<file path="src/rtl/core/tfa_pkg.sv">
// shared types and constants for the thermistor frame aggregator
package tfa_pkg;

  localparam int PACK_COUNT_DEF  = 6;
  localparam int SENSORS_PER_PACK = 12;
  localparam int HALF_SIZE        = 6;
  localparam int MAX_PACKS        = 15;
  localparam int MAX_SENSORS      = MAX_PACKS * SENSORS_PER_PACK;
  localparam int IDX_W            = $clog2(MAX_SENSORS + 1);

  localparam logic [15:0] STALE_RESET   = 16'd2000;
  localparam logic [7:0]  MODULE_RESET  = 8'd0;
  localparam logic [7:0]  CK_SEED       = 8'h41;   // 0x39 plus 8
  localparam logic [7:0]  GEN_TAIL      = 8'h80;
  localparam logic [3:0]  MIN_LENGTH    = 4'd6;

  localparam logic [1:0]  MODE_RX     = 2'd0;
  localparam logic [1:0]  MODE_LOCAL  = 2'd1;
  localparam logic [1:0]  MODE_REPORT = 2'd2;

  localparam logic [0:0]  CFG_STALE  = 1'd0;
  localparam logic [0:0]  CFG_MODULE = 1'd1;
  localparam int          CFG_IDX_W  = 1;

  localparam logic        KIND_SUMMARY = 1'b0;
  localparam logic        KIND_GENERAL = 1'b1;

  typedef struct packed {
    logic [1:0]        mode;
    logic [10:0]       frame_id;
    logic              frame_extended;
    logic [3:0]        frame_length;
    logic signed [7:0] temp_a;
    logic signed [7:0] temp_b;
    logic signed [7:0] temp_c;
    logic signed [7:0] temp_d;
    logic signed [7:0] temp_e;
    logic signed [7:0] temp_f;
    logic [31:0]       now_ms;
  } in_beat_t;

  typedef struct packed {
    logic       frame_kind;
    logic [7:0] byte_0;
    logic [7:0] byte_1;
    logic [7:0] byte_2;
    logic [7:0] byte_3;
    logic [7:0] byte_4;
    logic [7:0] byte_5;
    logic [7:0] byte_6;
    logic [7:0] byte_7;
    logic       last;
  } out_beat_t;

  typedef enum logic [1:0] {
    CMD_WRITE,
    CMD_REPORT
  } cmd_kind_t;

  // classified command handed from front to back
  typedef struct packed {
    cmd_kind_t        kind;
    logic [3:0]       pack;     // 1-based
    logic             upper;    // second half
    logic [6*8-1:0]   temps;
    logic [31:0]      now_ms;
  } cmd_t;

  typedef enum logic [3:0] {
    ST_IDLE,
    ST_WRITE,
    ST_STALE,
    ST_SCAN,
    ST_DIV,
    ST_ROT,
    ST_SUMMARY,
    ST_GENERAL
  } back_state_t;

endpackage

</file>
<file path="src/rtl/core/tfa_front.sv">
// front end: checks and classifies incoming beats into commands
module tfa_front #(
  parameter int PACK_COUNT = tfa_pkg::PACK_COUNT_DEF
) (
  input  logic             in_start,
  input  tfa_pkg::in_beat_t in_data,
  output logic             in_take,
  output logic             push,
  output tfa_pkg::cmd_t    cmd
);

  logic [3:0] pack;
  logic [3:0] half;
  logic       half_ok;
  logic       keep;

  assign pack    = in_data.frame_id[7:4];
  assign half    = in_data.frame_id[3:0];
  assign half_ok = (half == 4'd1) || (half == 4'd2);
  assign in_take = in_start;

  always_comb begin
    keep = 1'b0;
    cmd.kind = tfa_pkg::CMD_WRITE;
    cmd.pack = pack;
    case (in_data.mode)
      tfa_pkg::MODE_RX: begin
        keep = !in_data.frame_extended && (in_data.frame_length >= tfa_pkg::MIN_LENGTH)
               && (pack >= 4'd2) && ({28'd0, pack} <= PACK_COUNT) && half_ok;
      end
      tfa_pkg::MODE_LOCAL: begin
        keep = half_ok;
        cmd.pack = 4'd1;
      end
      tfa_pkg::MODE_REPORT: begin
        keep = 1'b1;
        cmd.kind = tfa_pkg::CMD_REPORT;
      end
      default: keep = 1'b0;
    endcase
    cmd.upper  = (half == 4'd2);
    cmd.temps  = {in_data.temp_f, in_data.temp_e, in_data.temp_d,
                  in_data.temp_c, in_data.temp_b, in_data.temp_a};
    cmd.now_ms = in_data.now_ms;
  end

  assign push = in_start && keep;

endmodule

</file>
<file path="src/rtl/core/tfa_queue.sv">
// two-entry command queue between front and back
module tfa_queue (
  input  logic          clk,
  input  logic          rst_n,
  input  logic          push,
  input  tfa_pkg::cmd_t push_cmd,
  input  logic          pop,
  output logic          not_empty,
  output logic          full,
  output tfa_pkg::cmd_t head
);

  tfa_pkg::cmd_t slot_r [2];
  logic          wp_r, wp_nxt, rp_r, rp_nxt;
  logic [1:0]    cnt_r, cnt_nxt;

  assign not_empty = (cnt_r != 2'd0);
  assign full      = (cnt_r == 2'd2);
  assign head      = slot_r[rp_r];

  always_comb begin
    wp_nxt  = wp_r ^ push;
    rp_nxt  = rp_r ^ pop;
    cnt_nxt = cnt_r + {1'b0, push} - {1'b0, pop};
  end

  always_ff @(posedge clk) begin
    if (!rst_n) begin
      wp_r  <= 1'b0;
      rp_r  <= 1'b0;
      cnt_r <= 2'd0;
    end else begin
      wp_r  <= wp_nxt;
      rp_r  <= rp_nxt;
      cnt_r <= cnt_nxt;
    end
  end

  always_ff @(posedge clk) begin
    if (push) slot_r[wp_r] <= push_cmd;
  end

  a_no_overflow: assert property (@(posedge clk) disable iff (!rst_n)
    full |-> !push || pop) else $error("queue overflow");
  a_no_underflow: assert property (@(posedge clk) disable iff (!rst_n)
    !not_empty |-> !pop) else $error("queue underflow");
  a_count_range: assert property (@(posedge clk) disable iff (!rst_n)
    cnt_r != 2'd3) else $error("queue count out of range");

endmodule

</file>
<file path="src/rtl/core/tfa_back.sv">
// back end: table memories, staleness sweep, statistics, divider and frames
module tfa_back #(
  parameter int PACK_COUNT = tfa_pkg::PACK_COUNT_DEF
) (
  input  logic             clk,
  input  logic             rst_n,
  input  logic             cmd_valid,
  input  tfa_pkg::cmd_t    cmd,
  output logic             cmd_pop,
  output logic             active,
  input  logic [15:0]      stale_limit,
  input  logic [7:0]       module_number,
  output logic             out_strobe,
  output tfa_pkg::out_beat_t out_data
);

  localparam int TOTAL = PACK_COUNT * tfa_pkg::SENSORS_PER_PACK;
  localparam int IW    = $clog2(TOTAL + 1);
  localparam int AW    = $clog2(TOTAL);
  localparam int SUM_W = 16;
  localparam int DIV_W = 17;

  // storage: temperature and time in memories, valid bits in flops
  logic signed [7:0] temp_mem [TOTAL];
  logic [31:0]       time_mem [TOTAL];
  logic [TOTAL-1:0]  valid_r, valid_nxt;

  tfa_pkg::back_state_t st_r, st_nxt;
  tfa_pkg::cmd_t        cur_r, cur_nxt;
  logic [IW-1:0]        i_r, i_nxt;
  logic [AW-1:0]        ptr_r, ptr_nxt;

  logic signed [7:0]    low_r, low_nxt, high_r, high_nxt;
  logic [7:0]           low_id_r, low_id_nxt, high_id_r, high_id_nxt;
  logic [IW-1:0]        count_r, count_nxt;
  logic signed [SUM_W-1:0] sum_r, sum_nxt;
  logic [DIV_W-1:0]     rem_r, rem_nxt, quo_r, quo_nxt;
  logic [4:0]           dstep_r, dstep_nxt;
  logic                 neg_r, neg_nxt;
  logic [AW-1:0]        sel_r, sel_nxt;
  logic                 found_r, found_nxt;
  logic signed [7:0]    sel_temp_r;

  // read port, one registered read per cycle
  logic [AW-1:0]        rd_addr;
  logic signed [7:0]    rd_temp_r;
  logic [31:0]          rd_time_r;
  logic                 rd_ok_r, rd_ok_nxt;
  logic [AW-1:0]        rd_idx_r;

  // write port
  logic                 wr_en;
  logic [AW-1:0]        wr_addr;
  logic signed [7:0]    wr_temp;

  logic                 out_strobe_r, out_strobe_nxt;
  tfa_pkg::out_beat_t   out_r, out_nxt;

  logic [IW-1:0]        base;
  logic [IW-1:0]        widx;
  logic [IW-1:0]        i_inc;
  logic [AW-1:0]        ptr_inc;
  logic [DIV_W-1:0]     dividend;
  logic [DIV_W-1:0]     divisor;
  logic [DIV_W-1:0]     numer;
  logic [DIV_W:0]       trial;
  logic [7:0]           avg8;
  logic [7:0]           ck;
  logic [2:0]           slot;

  assign slot    = i_r[2:0];
  assign base    = (IW'(cur_r.pack) - IW'(1)) * IW'(tfa_pkg::SENSORS_PER_PACK)
                   + (cur_r.upper ? IW'(tfa_pkg::HALF_SIZE) : IW'(0));
  assign widx    = base + IW'(slot);
  assign i_inc   = i_r + IW'(1);
  assign ptr_inc = (ptr_r == AW'(TOTAL - 1)) ? AW'(0) : ptr_r + AW'(1);
  assign divisor = DIV_W'({count_r, 1'b0});
  assign dividend = (neg_r ? DIV_W'(-sum_r) : DIV_W'(sum_r));
  // 2|sum| + count, divided by 2*count gives the rounded magnitude
  assign numer   = {dividend[DIV_W-2:0], 1'b0} + DIV_W'(count_r);

  always_ff @(posedge clk) begin
    if (wr_en) begin
      temp_mem[wr_addr] <= wr_temp;
      time_mem[wr_addr] <= cur_r.now_ms;
    end
  end

  always_ff @(posedge clk) begin
    rd_temp_r <= temp_mem[rd_addr];
    rd_time_r <= time_mem[rd_addr];
    rd_idx_r  <= rd_addr;
  end

  always_comb begin
    st_nxt      = st_r;
    cur_nxt     = cur_r;
    i_nxt       = i_r;
    ptr_nxt     = ptr_r;
    valid_nxt   = valid_r;
    low_nxt     = low_r;
    high_nxt    = high_r;
    low_id_nxt  = low_id_r;
    high_id_nxt = high_id_r;
    count_nxt   = count_r;
    sum_nxt     = sum_r;
    rem_nxt     = rem_r;
    quo_nxt     = quo_r;
    dstep_nxt   = dstep_r;
    neg_nxt     = neg_r;
    sel_nxt     = sel_r;
    found_nxt   = found_r;
    rd_ok_nxt   = 1'b0;
    rd_addr     = AW'(0);
    wr_en       = 1'b0;
    wr_addr     = AW'(widx);
    wr_temp     = cur_r.temps[slot*8 +: 8];
    cmd_pop     = 1'b0;
    out_strobe_nxt = 1'b0;
    out_nxt     = out_r;
    trial       = '0;
    avg8        = 8'd0;
    ck          = 8'd0;

    case (st_r)
      tfa_pkg::ST_IDLE: begin
        if (cmd_valid) begin
          cmd_pop = 1'b1;
          cur_nxt = cmd;
          i_nxt   = '0;
          if (cmd.kind == tfa_pkg::CMD_REPORT) begin
            st_nxt = tfa_pkg::ST_STALE;
          end else begin
            st_nxt = tfa_pkg::ST_WRITE;
          end
        end
      end
      tfa_pkg::ST_WRITE: begin
        if (widx < IW'(TOTAL)) begin
          wr_en = 1'b1;
          valid_nxt[AW'(widx)] = 1'b1;
        end
        i_nxt = i_inc;
        if (slot == 3'(tfa_pkg::HALF_SIZE - 1)) st_nxt = tfa_pkg::ST_IDLE;
      end
      // staleness: issue reads, check each one in the next cycle
      tfa_pkg::ST_STALE: begin
        if (i_r < IW'(TOTAL)) begin
          rd_addr   = AW'(i_r);
          rd_ok_nxt = 1'b1;
          i_nxt     = i_inc;
        end
        if (rd_ok_r && (cur_r.now_ms - rd_time_r) > {16'd0, stale_limit}) begin
          valid_nxt[rd_idx_r] = 1'b0;
        end
        if (i_r == IW'(TOTAL) && !rd_ok_r) begin
          i_nxt     = '0;
          count_nxt = '0;
          sum_nxt   = '0;
          st_nxt    = tfa_pkg::ST_SCAN;
        end
      end
      tfa_pkg::ST_SCAN: begin
        if (i_r < IW'(TOTAL)) begin
          rd_addr   = AW'(i_r);
          rd_ok_nxt = 1'b1;
          i_nxt     = i_inc;
        end
        if (rd_ok_r && valid_r[rd_idx_r]) begin
          if (count_r == '0 || rd_temp_r < low_r) begin
            low_nxt = rd_temp_r;
            low_id_nxt = 8'(rd_idx_r);
          end
          if (count_r == '0 || rd_temp_r > high_r) begin
            high_nxt = rd_temp_r;
            high_id_nxt = 8'(rd_idx_r);
          end
          sum_nxt   = sum_r + SUM_W'(rd_temp_r);
          count_nxt = count_r + IW'(1);
        end
        if (i_r == IW'(TOTAL) && !rd_ok_r) begin
          if (count_r == '0) begin
            st_nxt = tfa_pkg::ST_IDLE;
          end else begin
            neg_nxt   = sum_r[SUM_W-1];
            rem_nxt   = '0;
            quo_nxt   = '0;
            dstep_nxt = '0;
            st_nxt    = tfa_pkg::ST_DIV;
          end
        end
      end
      // restoring divide of (2|sum| + count) by 2*count, one bit a cycle
      tfa_pkg::ST_DIV: begin
        trial = {rem_r, numer[5'(DIV_W - 1) - dstep_r]};
        if (trial >= {1'b0, divisor}) begin
          rem_nxt = DIV_W'(trial - {1'b0, divisor});
          quo_nxt = {quo_r[DIV_W-2:0], 1'b1};
        end else begin
          rem_nxt = trial[DIV_W-1:0];
          quo_nxt = {quo_r[DIV_W-2:0], 1'b0};
        end
        dstep_nxt = dstep_r + 5'd1;
        if (dstep_r == 5'(DIV_W - 1)) begin
          found_nxt = 1'b0;
          i_nxt     = '0;
          st_nxt    = tfa_pkg::ST_ROT;
        end
      end
      // round-robin pick from the pointer
      tfa_pkg::ST_ROT: begin
        if (valid_r[ptr_r]) begin
          sel_nxt   = ptr_r;
          found_nxt = 1'b1;
          ptr_nxt   = ptr_inc;
          rd_addr   = ptr_r;
          st_nxt    = tfa_pkg::ST_SUMMARY;
        end else begin
          ptr_nxt = ptr_inc;
          i_nxt   = i_inc;
          if (i_inc == IW'(TOTAL)) st_nxt = tfa_pkg::ST_SUMMARY;
        end
      end
      tfa_pkg::ST_SUMMARY: begin
        avg8 = neg_r ? 8'(-quo_r) : quo_r[7:0];
        ck = tfa_pkg::CK_SEED + module_number + low_r + high_r + avg8
             + 8'(count_r) + high_id_r + low_id_r;
        out_strobe_nxt     = 1'b1;
        out_nxt.frame_kind = tfa_pkg::KIND_SUMMARY;
        out_nxt.byte_0     = module_number;
        out_nxt.byte_1     = low_r;
        out_nxt.byte_2     = high_r;
        out_nxt.byte_3     = avg8;
        out_nxt.byte_4     = 8'(count_r);
        out_nxt.byte_5     = high_id_r;
        out_nxt.byte_6     = low_id_r;
        out_nxt.byte_7     = ck;
        out_nxt.last       = !found_r;
        st_nxt = found_r ? tfa_pkg::ST_GENERAL : tfa_pkg::ST_IDLE;
      end
      tfa_pkg::ST_GENERAL: begin
        out_strobe_nxt     = 1'b1;
        out_nxt.frame_kind = tfa_pkg::KIND_GENERAL;
        out_nxt.byte_0     = 8'(sel_r);
        out_nxt.byte_1     = sel_temp_r;
        out_nxt.byte_2     = 8'(sel_r);
        out_nxt.byte_3     = low_r;
        out_nxt.byte_4     = high_r;
        out_nxt.byte_5     = high_id_r;
        out_nxt.byte_6     = low_id_r;
        out_nxt.byte_7     = tfa_pkg::GEN_TAIL;
        out_nxt.last       = 1'b1;
        st_nxt = tfa_pkg::ST_IDLE;
      end
      default: st_nxt = tfa_pkg::ST_IDLE;
    endcase
  end

  always_ff @(posedge clk) begin
    if (st_r == tfa_pkg::ST_SUMMARY) sel_temp_r <= rd_temp_r;
  end

  always_ff @(posedge clk) begin
    if (!rst_n) begin
      st_r         <= tfa_pkg::ST_IDLE;
      valid_r      <= '0;
      ptr_r        <= '0;
      rd_ok_r      <= 1'b0;
      out_strobe_r <= 1'b0;
      i_r          <= '0;
      count_r      <= '0;
      found_r      <= 1'b0;
    end else begin
      st_r         <= st_nxt;
      valid_r      <= valid_nxt;
      ptr_r        <= ptr_nxt;
      rd_ok_r      <= rd_ok_nxt;
      out_strobe_r <= out_strobe_nxt;
      i_r          <= i_nxt;
      count_r      <= count_nxt;
      found_r      <= found_nxt;
    end
  end

  always_ff @(posedge clk) begin
    cur_r     <= cur_nxt;
    low_r     <= low_nxt;
    high_r    <= high_nxt;
    low_id_r  <= low_id_nxt;
    high_id_r <= high_id_nxt;
    sum_r     <= sum_nxt;
    rem_r     <= rem_nxt;
    quo_r     <= quo_nxt;
    dstep_r   <= dstep_nxt;
    neg_r     <= neg_nxt;
    sel_r     <= sel_nxt;
    out_r     <= out_nxt;
  end

  assign out_strobe = out_strobe_r;
  assign out_data   = out_r;
  assign active     = (st_r != tfa_pkg::ST_IDLE) || out_strobe_r;

  a_general_after_summary: assert property (@(posedge clk) disable iff (!rst_n)
    (out_strobe_r && out_r.frame_kind == tfa_pkg::KIND_GENERAL)
      |-> $past(out_strobe_r) && !$past(out_r.last))
    else $error("general frame without a summary before it");
  a_pop_only_idle: assert property (@(posedge clk) disable iff (!rst_n)
    cmd_pop |-> st_r == tfa_pkg::ST_IDLE) else $error("pop while busy");
  a_ptr_range: assert property (@(posedge clk) disable iff (!rst_n)
    ptr_r <= AW'(TOTAL - 1)) else $error("pointer out of range");

endmodule

</file>
<file path="src/rtl/core/thermistor_frame_aggregator.sv">
// top level of the thermistor frame aggregator
//
//  channel  | handshake               | payload
//  ---------+-------------------------+---------------------------
//  in_      | start / busy            | in_data  (tfa_pkg::in_beat_t)
//  out_     | out_strobe, one cycle   | out_data (tfa_pkg::out_beat_t)
//  cfg_     | cfg_valid / cfg_ready   | cfg_index, cfg_data
//
// a table write holds the back end for the queue pop and six memory writes,
// one per cycle
// a report holds it for the pop, a stale sweep and a statistics scan over the
// single read port, a 17-step divider for the average, a round-robin search of
// the valid bits one per cycle, then the summary and general frames; with no
// valid entry it ends after the scan
// busy is high while the two-entry command queue is full
// rst_n is synchronous; table valid bits and the pointer clear at once
// the receiver cannot stall: each result beat shows for one cycle
module thermistor_frame_aggregator #(
  parameter int PACK_COUNT = tfa_pkg::PACK_COUNT_DEF
) (
  input  logic               clk,
  input  logic               rst_n,
  input  logic               start,
  output logic               busy,
  input  tfa_pkg::in_beat_t  in_data,
  output logic               out_strobe,
  output tfa_pkg::out_beat_t out_data,
  input  logic               cfg_valid,
  output logic               cfg_ready,
  input  logic [7:0]         cfg_index,
  input  logic [15:0]        cfg_data
);

  // configuration registers
  logic [15:0] stale_r;
  logic [7:0]  module_r;

  assign cfg_ready = 1'b1;

  always_ff @(posedge clk) begin
    if (!rst_n) begin
      stale_r  <= tfa_pkg::STALE_RESET;
      module_r <= tfa_pkg::MODULE_RESET;
    end else if (cfg_valid && cfg_ready) begin
      if (cfg_index == 8'(tfa_pkg::CFG_STALE)) stale_r <= cfg_data;
      else if (cfg_index == 8'(tfa_pkg::CFG_MODULE)) module_r <= cfg_data[7:0];
    end
  end

  // front to queue
  logic          fe_take, fe_push;
  tfa_pkg::cmd_t fe_cmd;
  logic          q_ne, q_full, q_pop, be_active;
  tfa_pkg::cmd_t q_head;

  assign busy = q_full;

  tfa_front #(.PACK_COUNT(PACK_COUNT)) u_front (
    .in_start(start && !busy),
    .in_data (in_data),
    .in_take (fe_take),
    .push    (fe_push),
    .cmd     (fe_cmd)
  );

  tfa_queue u_queue (
    .clk      (clk),
    .rst_n    (rst_n),
    .push     (fe_push && fe_take),
    .push_cmd (fe_cmd),
    .pop      (q_pop),
    .not_empty(q_ne),
    .full     (q_full),
    .head     (q_head)
  );

  tfa_back #(.PACK_COUNT(PACK_COUNT)) u_back (
    .clk          (clk),
    .rst_n        (rst_n),
    .cmd_valid    (q_ne),
    .cmd          (q_head),
    .cmd_pop      (q_pop),
    .active       (be_active),
    .stale_limit  (stale_r),
    .module_number(module_r),
    .out_strobe   (out_strobe),
    .out_data     (out_data)
  );

  a_no_push_when_busy: assert property (@(posedge clk) disable iff (!rst_n)
    busy |-> !(fe_push && fe_take)) else $error("push while queue full");
  a_strobe_needs_work: assert property (@(posedge clk) disable iff (!rst_n)
    out_strobe |-> $past(be_active)) else $error("result with idle back end");
  a_cfg_stable: assert property (@(posedge clk) disable iff (!rst_n)
    !(cfg_valid && cfg_index <= 8'(tfa_pkg::CFG_MODULE)) |=> $stable(stale_r))
    else $error("stale limit changed without a write");

endmodule

</file>
<file path="config.mk">
export PLATFORM = sky130hd
export DESIGN_NAME = thermistor_frame_aggregator
export DESIGN_NICKNAME = d
export VERILOG_FILES = /design/src/rtl/core/tfa_pkg.sv /design/src/rtl/core/tfa_front.sv /design/src/rtl/core/tfa_queue.sv /design/src/rtl/core/tfa_back.sv /design/src/rtl/core/thermistor_frame_aggregator.sv
export SDC_FILE = /design/constraint.sdc
export NUM_CORES = 2
export LEC_CHECK = 0
export BUFFER_PORTS_ARGS = -buffer_cell sky130_fd_sc_hd__buf_2
export CAP_MARGIN = 20
export CORE_MARGIN = 2
export CORE_UTILIZATION = 46
export CTS_BUF_LIST = sky130_fd_sc_hd__clkbuf_4
export CTS_CLUSTER_DIAMETER = 150
export DETAILED_ROUTE_END_ITERATION = 8
export MAX_ROUTING_LAYER = met4
export PLACE_DENSITY = 0.73
export SLEW_MARGIN = 5
export SYNTH_ARGS = -nofsm -noshare
export SYNTH_HDL_FRONTEND = slang
export SYNTH_SLANG_ARGS = --single-unit
</file>
<file path="constraint.sdc">
create_clock -name clk -period 10 [get_ports clk]
set_clock_uncertainty 0.05 [all_clocks]
set_input_delay 2 -clock clk [delete_from_list [all_inputs] [get_ports clk]]
set_output_delay 2 -clock clk [all_outputs]
set_load 0.05 [all_outputs]
</file>
==> results by group <==
Worst hold path
  – Worst Hold Class: register to register
  – Hold Crit Depth: 0

GRT
  – Grt met3 use: under 10%
  – Total grt overflow: 0
  – Vias in the first global route: ~93000
  – Largest net degree at the start of global routing: 193
  – Antenna violations before repair: 18
  – Met1 track demand over resource: approximately 34%
  – GR peak layer: met2
  – First-pass GRT wire length: 599 mm
  – GR Util met2: between 30% and 40%
  – Gr usage total: about a quarter

STA
  – Final cycle utilization of the critical path: about 77%
  – Setup TNS: 0 ps
  – RSZ-0062 raised after global routing: no
  – Slew @ Worst Pin: ~1300 ps
  – Setup Viol. Count Final: 0
  – Final hold violations: 0
  – Relative slew slack: 14.2%
  – Min Tclk post-route: 7740 ps
  – Fmax: 129 MHz
  – Max-slew violations: 0
  – Fin Hold WS: approximately 400 ps

Die
  – Io pins: around 200
  – Num rows: 204
  – Die area: approximately 0.32 mm2
  – Die Y: 561 um
  – Core ar.: about 0.31 mm2
  – Die X: 561 um
  – Starting Density: 46.3%

Critical path
  – Kind of start point of the critical path: register
  – CP Class: register to register
  – CP required: 10950 ps
  – Arr. time, crit path: between 8000 and 9000 ps
  – Critical Path Fanout Max: 23
  – Worst Setup End Kind: register
  – R2R cell count: 14
  – Register-to-register setup slack: 2260 ps

Yosys
  – Register area share after synthesis: between 70% and 80%
  – Cell variety after synth: between 80 and 90
  – EDFF count, synth: between 3000 and 4000
  – Syn Inst Count: between 10000 and 15000
  – Mean post-synth cell area: approximately 13 um2
  – Post-synthesis register bit count: 3468
  – Post-synth top flop: edfxtp_1
  – Synth warnings: 0
  – Synthesized area: ~0.14 mm2
  – Post-synth ARST share: 0%

Routing
  – DR vias: approximately 98000
  – WL final: 414 mm
  – Detailed Routing Iterations Pass 1: 8
  – Via density per instance: roughly 6
  – DRC viols: 0
  – 1st-iter DRT viols: roughly 15000
  – Wirelength per Cell: between 20 and 30 um
  – Final ANT Viol Nets: 0

Outcome
  – Status: complete, no violations

Cells and area
  – Number of fill cells in the layout: between 20000 and 30000
  – Commonest non-fill, non-tap cells in the layout: 3293 x edfxtp_1, 2984 x nand2_1, 1454 x nand3_1
  – Share of layout cells above drive strength 1: 16.4%
  – Commonest non-fill, non-tap cell in the layout: edfxtp_1
  – Fin area: about 0.16 mm2
  – Final #Nets: between 10000 and 15000
  – Area delta synth->final: 11.6%

Clocking
  – CTS buffer count: ~830
  – CTS-repair resized insts: 0
  – CTS Hold Bufs: 0
  – Clk_lat worst skew: about 1500 ps
  – Bufs on Longest Clock Path: 4
  – CTS tree: built
  – Root Driver: clkbuf_4
  – H-tree depth: 6
  – Post-CTS Repair Setup Buffers: 0
  – Clock sinks: between 3000 and 4000
  – Clock Pin Slew Worst Setup and Hold Paths: roughly 60 ps

Power and ir drop
  – Cell area power density: around 220 mW/mm2
  – VDD IR-drop max: approximately 230 uV
  – Pleak: approximately 56 nW

Placed design
  – Buffers on Ports: between 150 and 200
  – Placer Congestion: around 0.9
  – Placement Cell Area: roughly 0.15 mm2
  – Post-DP HPWL: approximately 230 mm

Job
  – Maximum capacitance violations: 0
area by class of cell:
class | count | area [um2] | area share [%]
timing repair buffer | 420 | 2960 | 1.86
antenna | 24 | 60.1 | 0.0377
inverter | 188 | 728 | 0.457
multi-input combinational | 6835 | 37400 | 23.4
sequential | 3468 | 102000 | 64.2
clock buffer | 1223 | 9180 | 5.76
clock inverter | 266 | 1610 | 1.01
tap | 4120 | 5150 | 3.23
routing by layer:
metal | wire, um | up-vias
li1 | - | 42700
met1 | 154000 | 47600
met2 | 185000 | 6574
met3 | 53500 | 1005
met4 | 20400 | 0
met5 | 0 | -
synth_stat cells (all sizes together) (19+ instances only):
library cell / number / area, um2
clkbuf: 295 / 1110
mux2: 94 / 1060
edfxtp: 3293 / 98900
buf: 383 / 2110
nor2: 307 / 1160
a21o: 23 / 173
or3: 25 / 156
o22ai: 27 / 169
a31oi: 124 / 776
nand4: 75 / 469
nand2: 2985 / 11200
a21boi: 19 / 143
o21ai: 149 / 746
nor2b: 38 / 238
nand2b: 32 / 200
and2: 20 / 125
a311oi: 213 / 1880
xor2: 38 / 333
mux2i: 117 / 1170
dfxtp: 175 / 3500
a211oi: 37 / 278
ha: 127 / 1590
xnor2: 60 / 526
a21oi: 169 / 861
nor4: 32 / 206
inv: 185 / 694
o211ai: 22 / 165
o221a: 72 / 811
nor3: 54 / 270
fa: 39 / 781
and3: 243 / 1520
nand3: 1454 / 7280
a22oi: 21 / 163
final timing paths:
kind                           start                     end
hold reg to reg   u_back.low_id_r[6]     u_back.out_data[15]
setup reg to reg       u_back.i_r[2]  u_back.time_mem[30][7]
hold / removal    u_back.low_id_r[6]     u_back.out_data[15]
setup / recovery       u_back.i_r[2]  u_back.time_mem[30][7]
stage by stage:
stage	utilization (%)	power (mW)	setup WS [ps]	cells
2_1_floorplan	-	22.1	3060	11200
3_3_place_gp	48.1	24.2	2640	15000
3_5_place_dp	48.1	24.3	2470	15000
4_1_cts	51.6	35.8	2400	16500
5_1_grt	51.6	37.1	2000	16500
6_report	51.6	35.9	2260	16500
worst max-delay path, cell delays in order, from the launching register on:
cell and delay, ps:
dfxtp_1 550, clkinv_1 600, fa_1 740, inv_1 50, ha_1 210, fa_1 500, nand2_1 150, nor2_1 60
a211o_1 290, a22oi_1 200, xor2_1 440, o21a_1 720, nand4_1 990, nor2_4 1210, buf_4 510
kinds of logic after synthesis:
family / synth area share (%)
buffers and inverters: 2.75
AOI/OAI and AO/OA: 5.22
adders and majority gates: 1.66
DFF: 71.7
and+or+nand+nor: 16.3
xor gates and xnor gates: 0.601
other: 0.00526
muxes: 1.84
flip-flops by register name, summed over array words and instances, names as in the netlist, 17 cells and up, named ones only:
register	flops
u_back.valid_r	72
u_back.rem_r	17
u_back.rd_time_r	32
u_back.time_mem	2304
u_queue.slot_r	172
u_back.cur_r	85
u_back.out_data	64
u_back.temp_mem	576
report_power, final:
group	internal, mW	switching, mW	leakage, nW
Sequential	18.1	0.214	31.0
Combinational	1.29	4.60	18.2
Clock	5.97	5.71	6.36
Total	25.3	10.5	55.6
No activity file was read; power rests on OpenSTA's default activity.
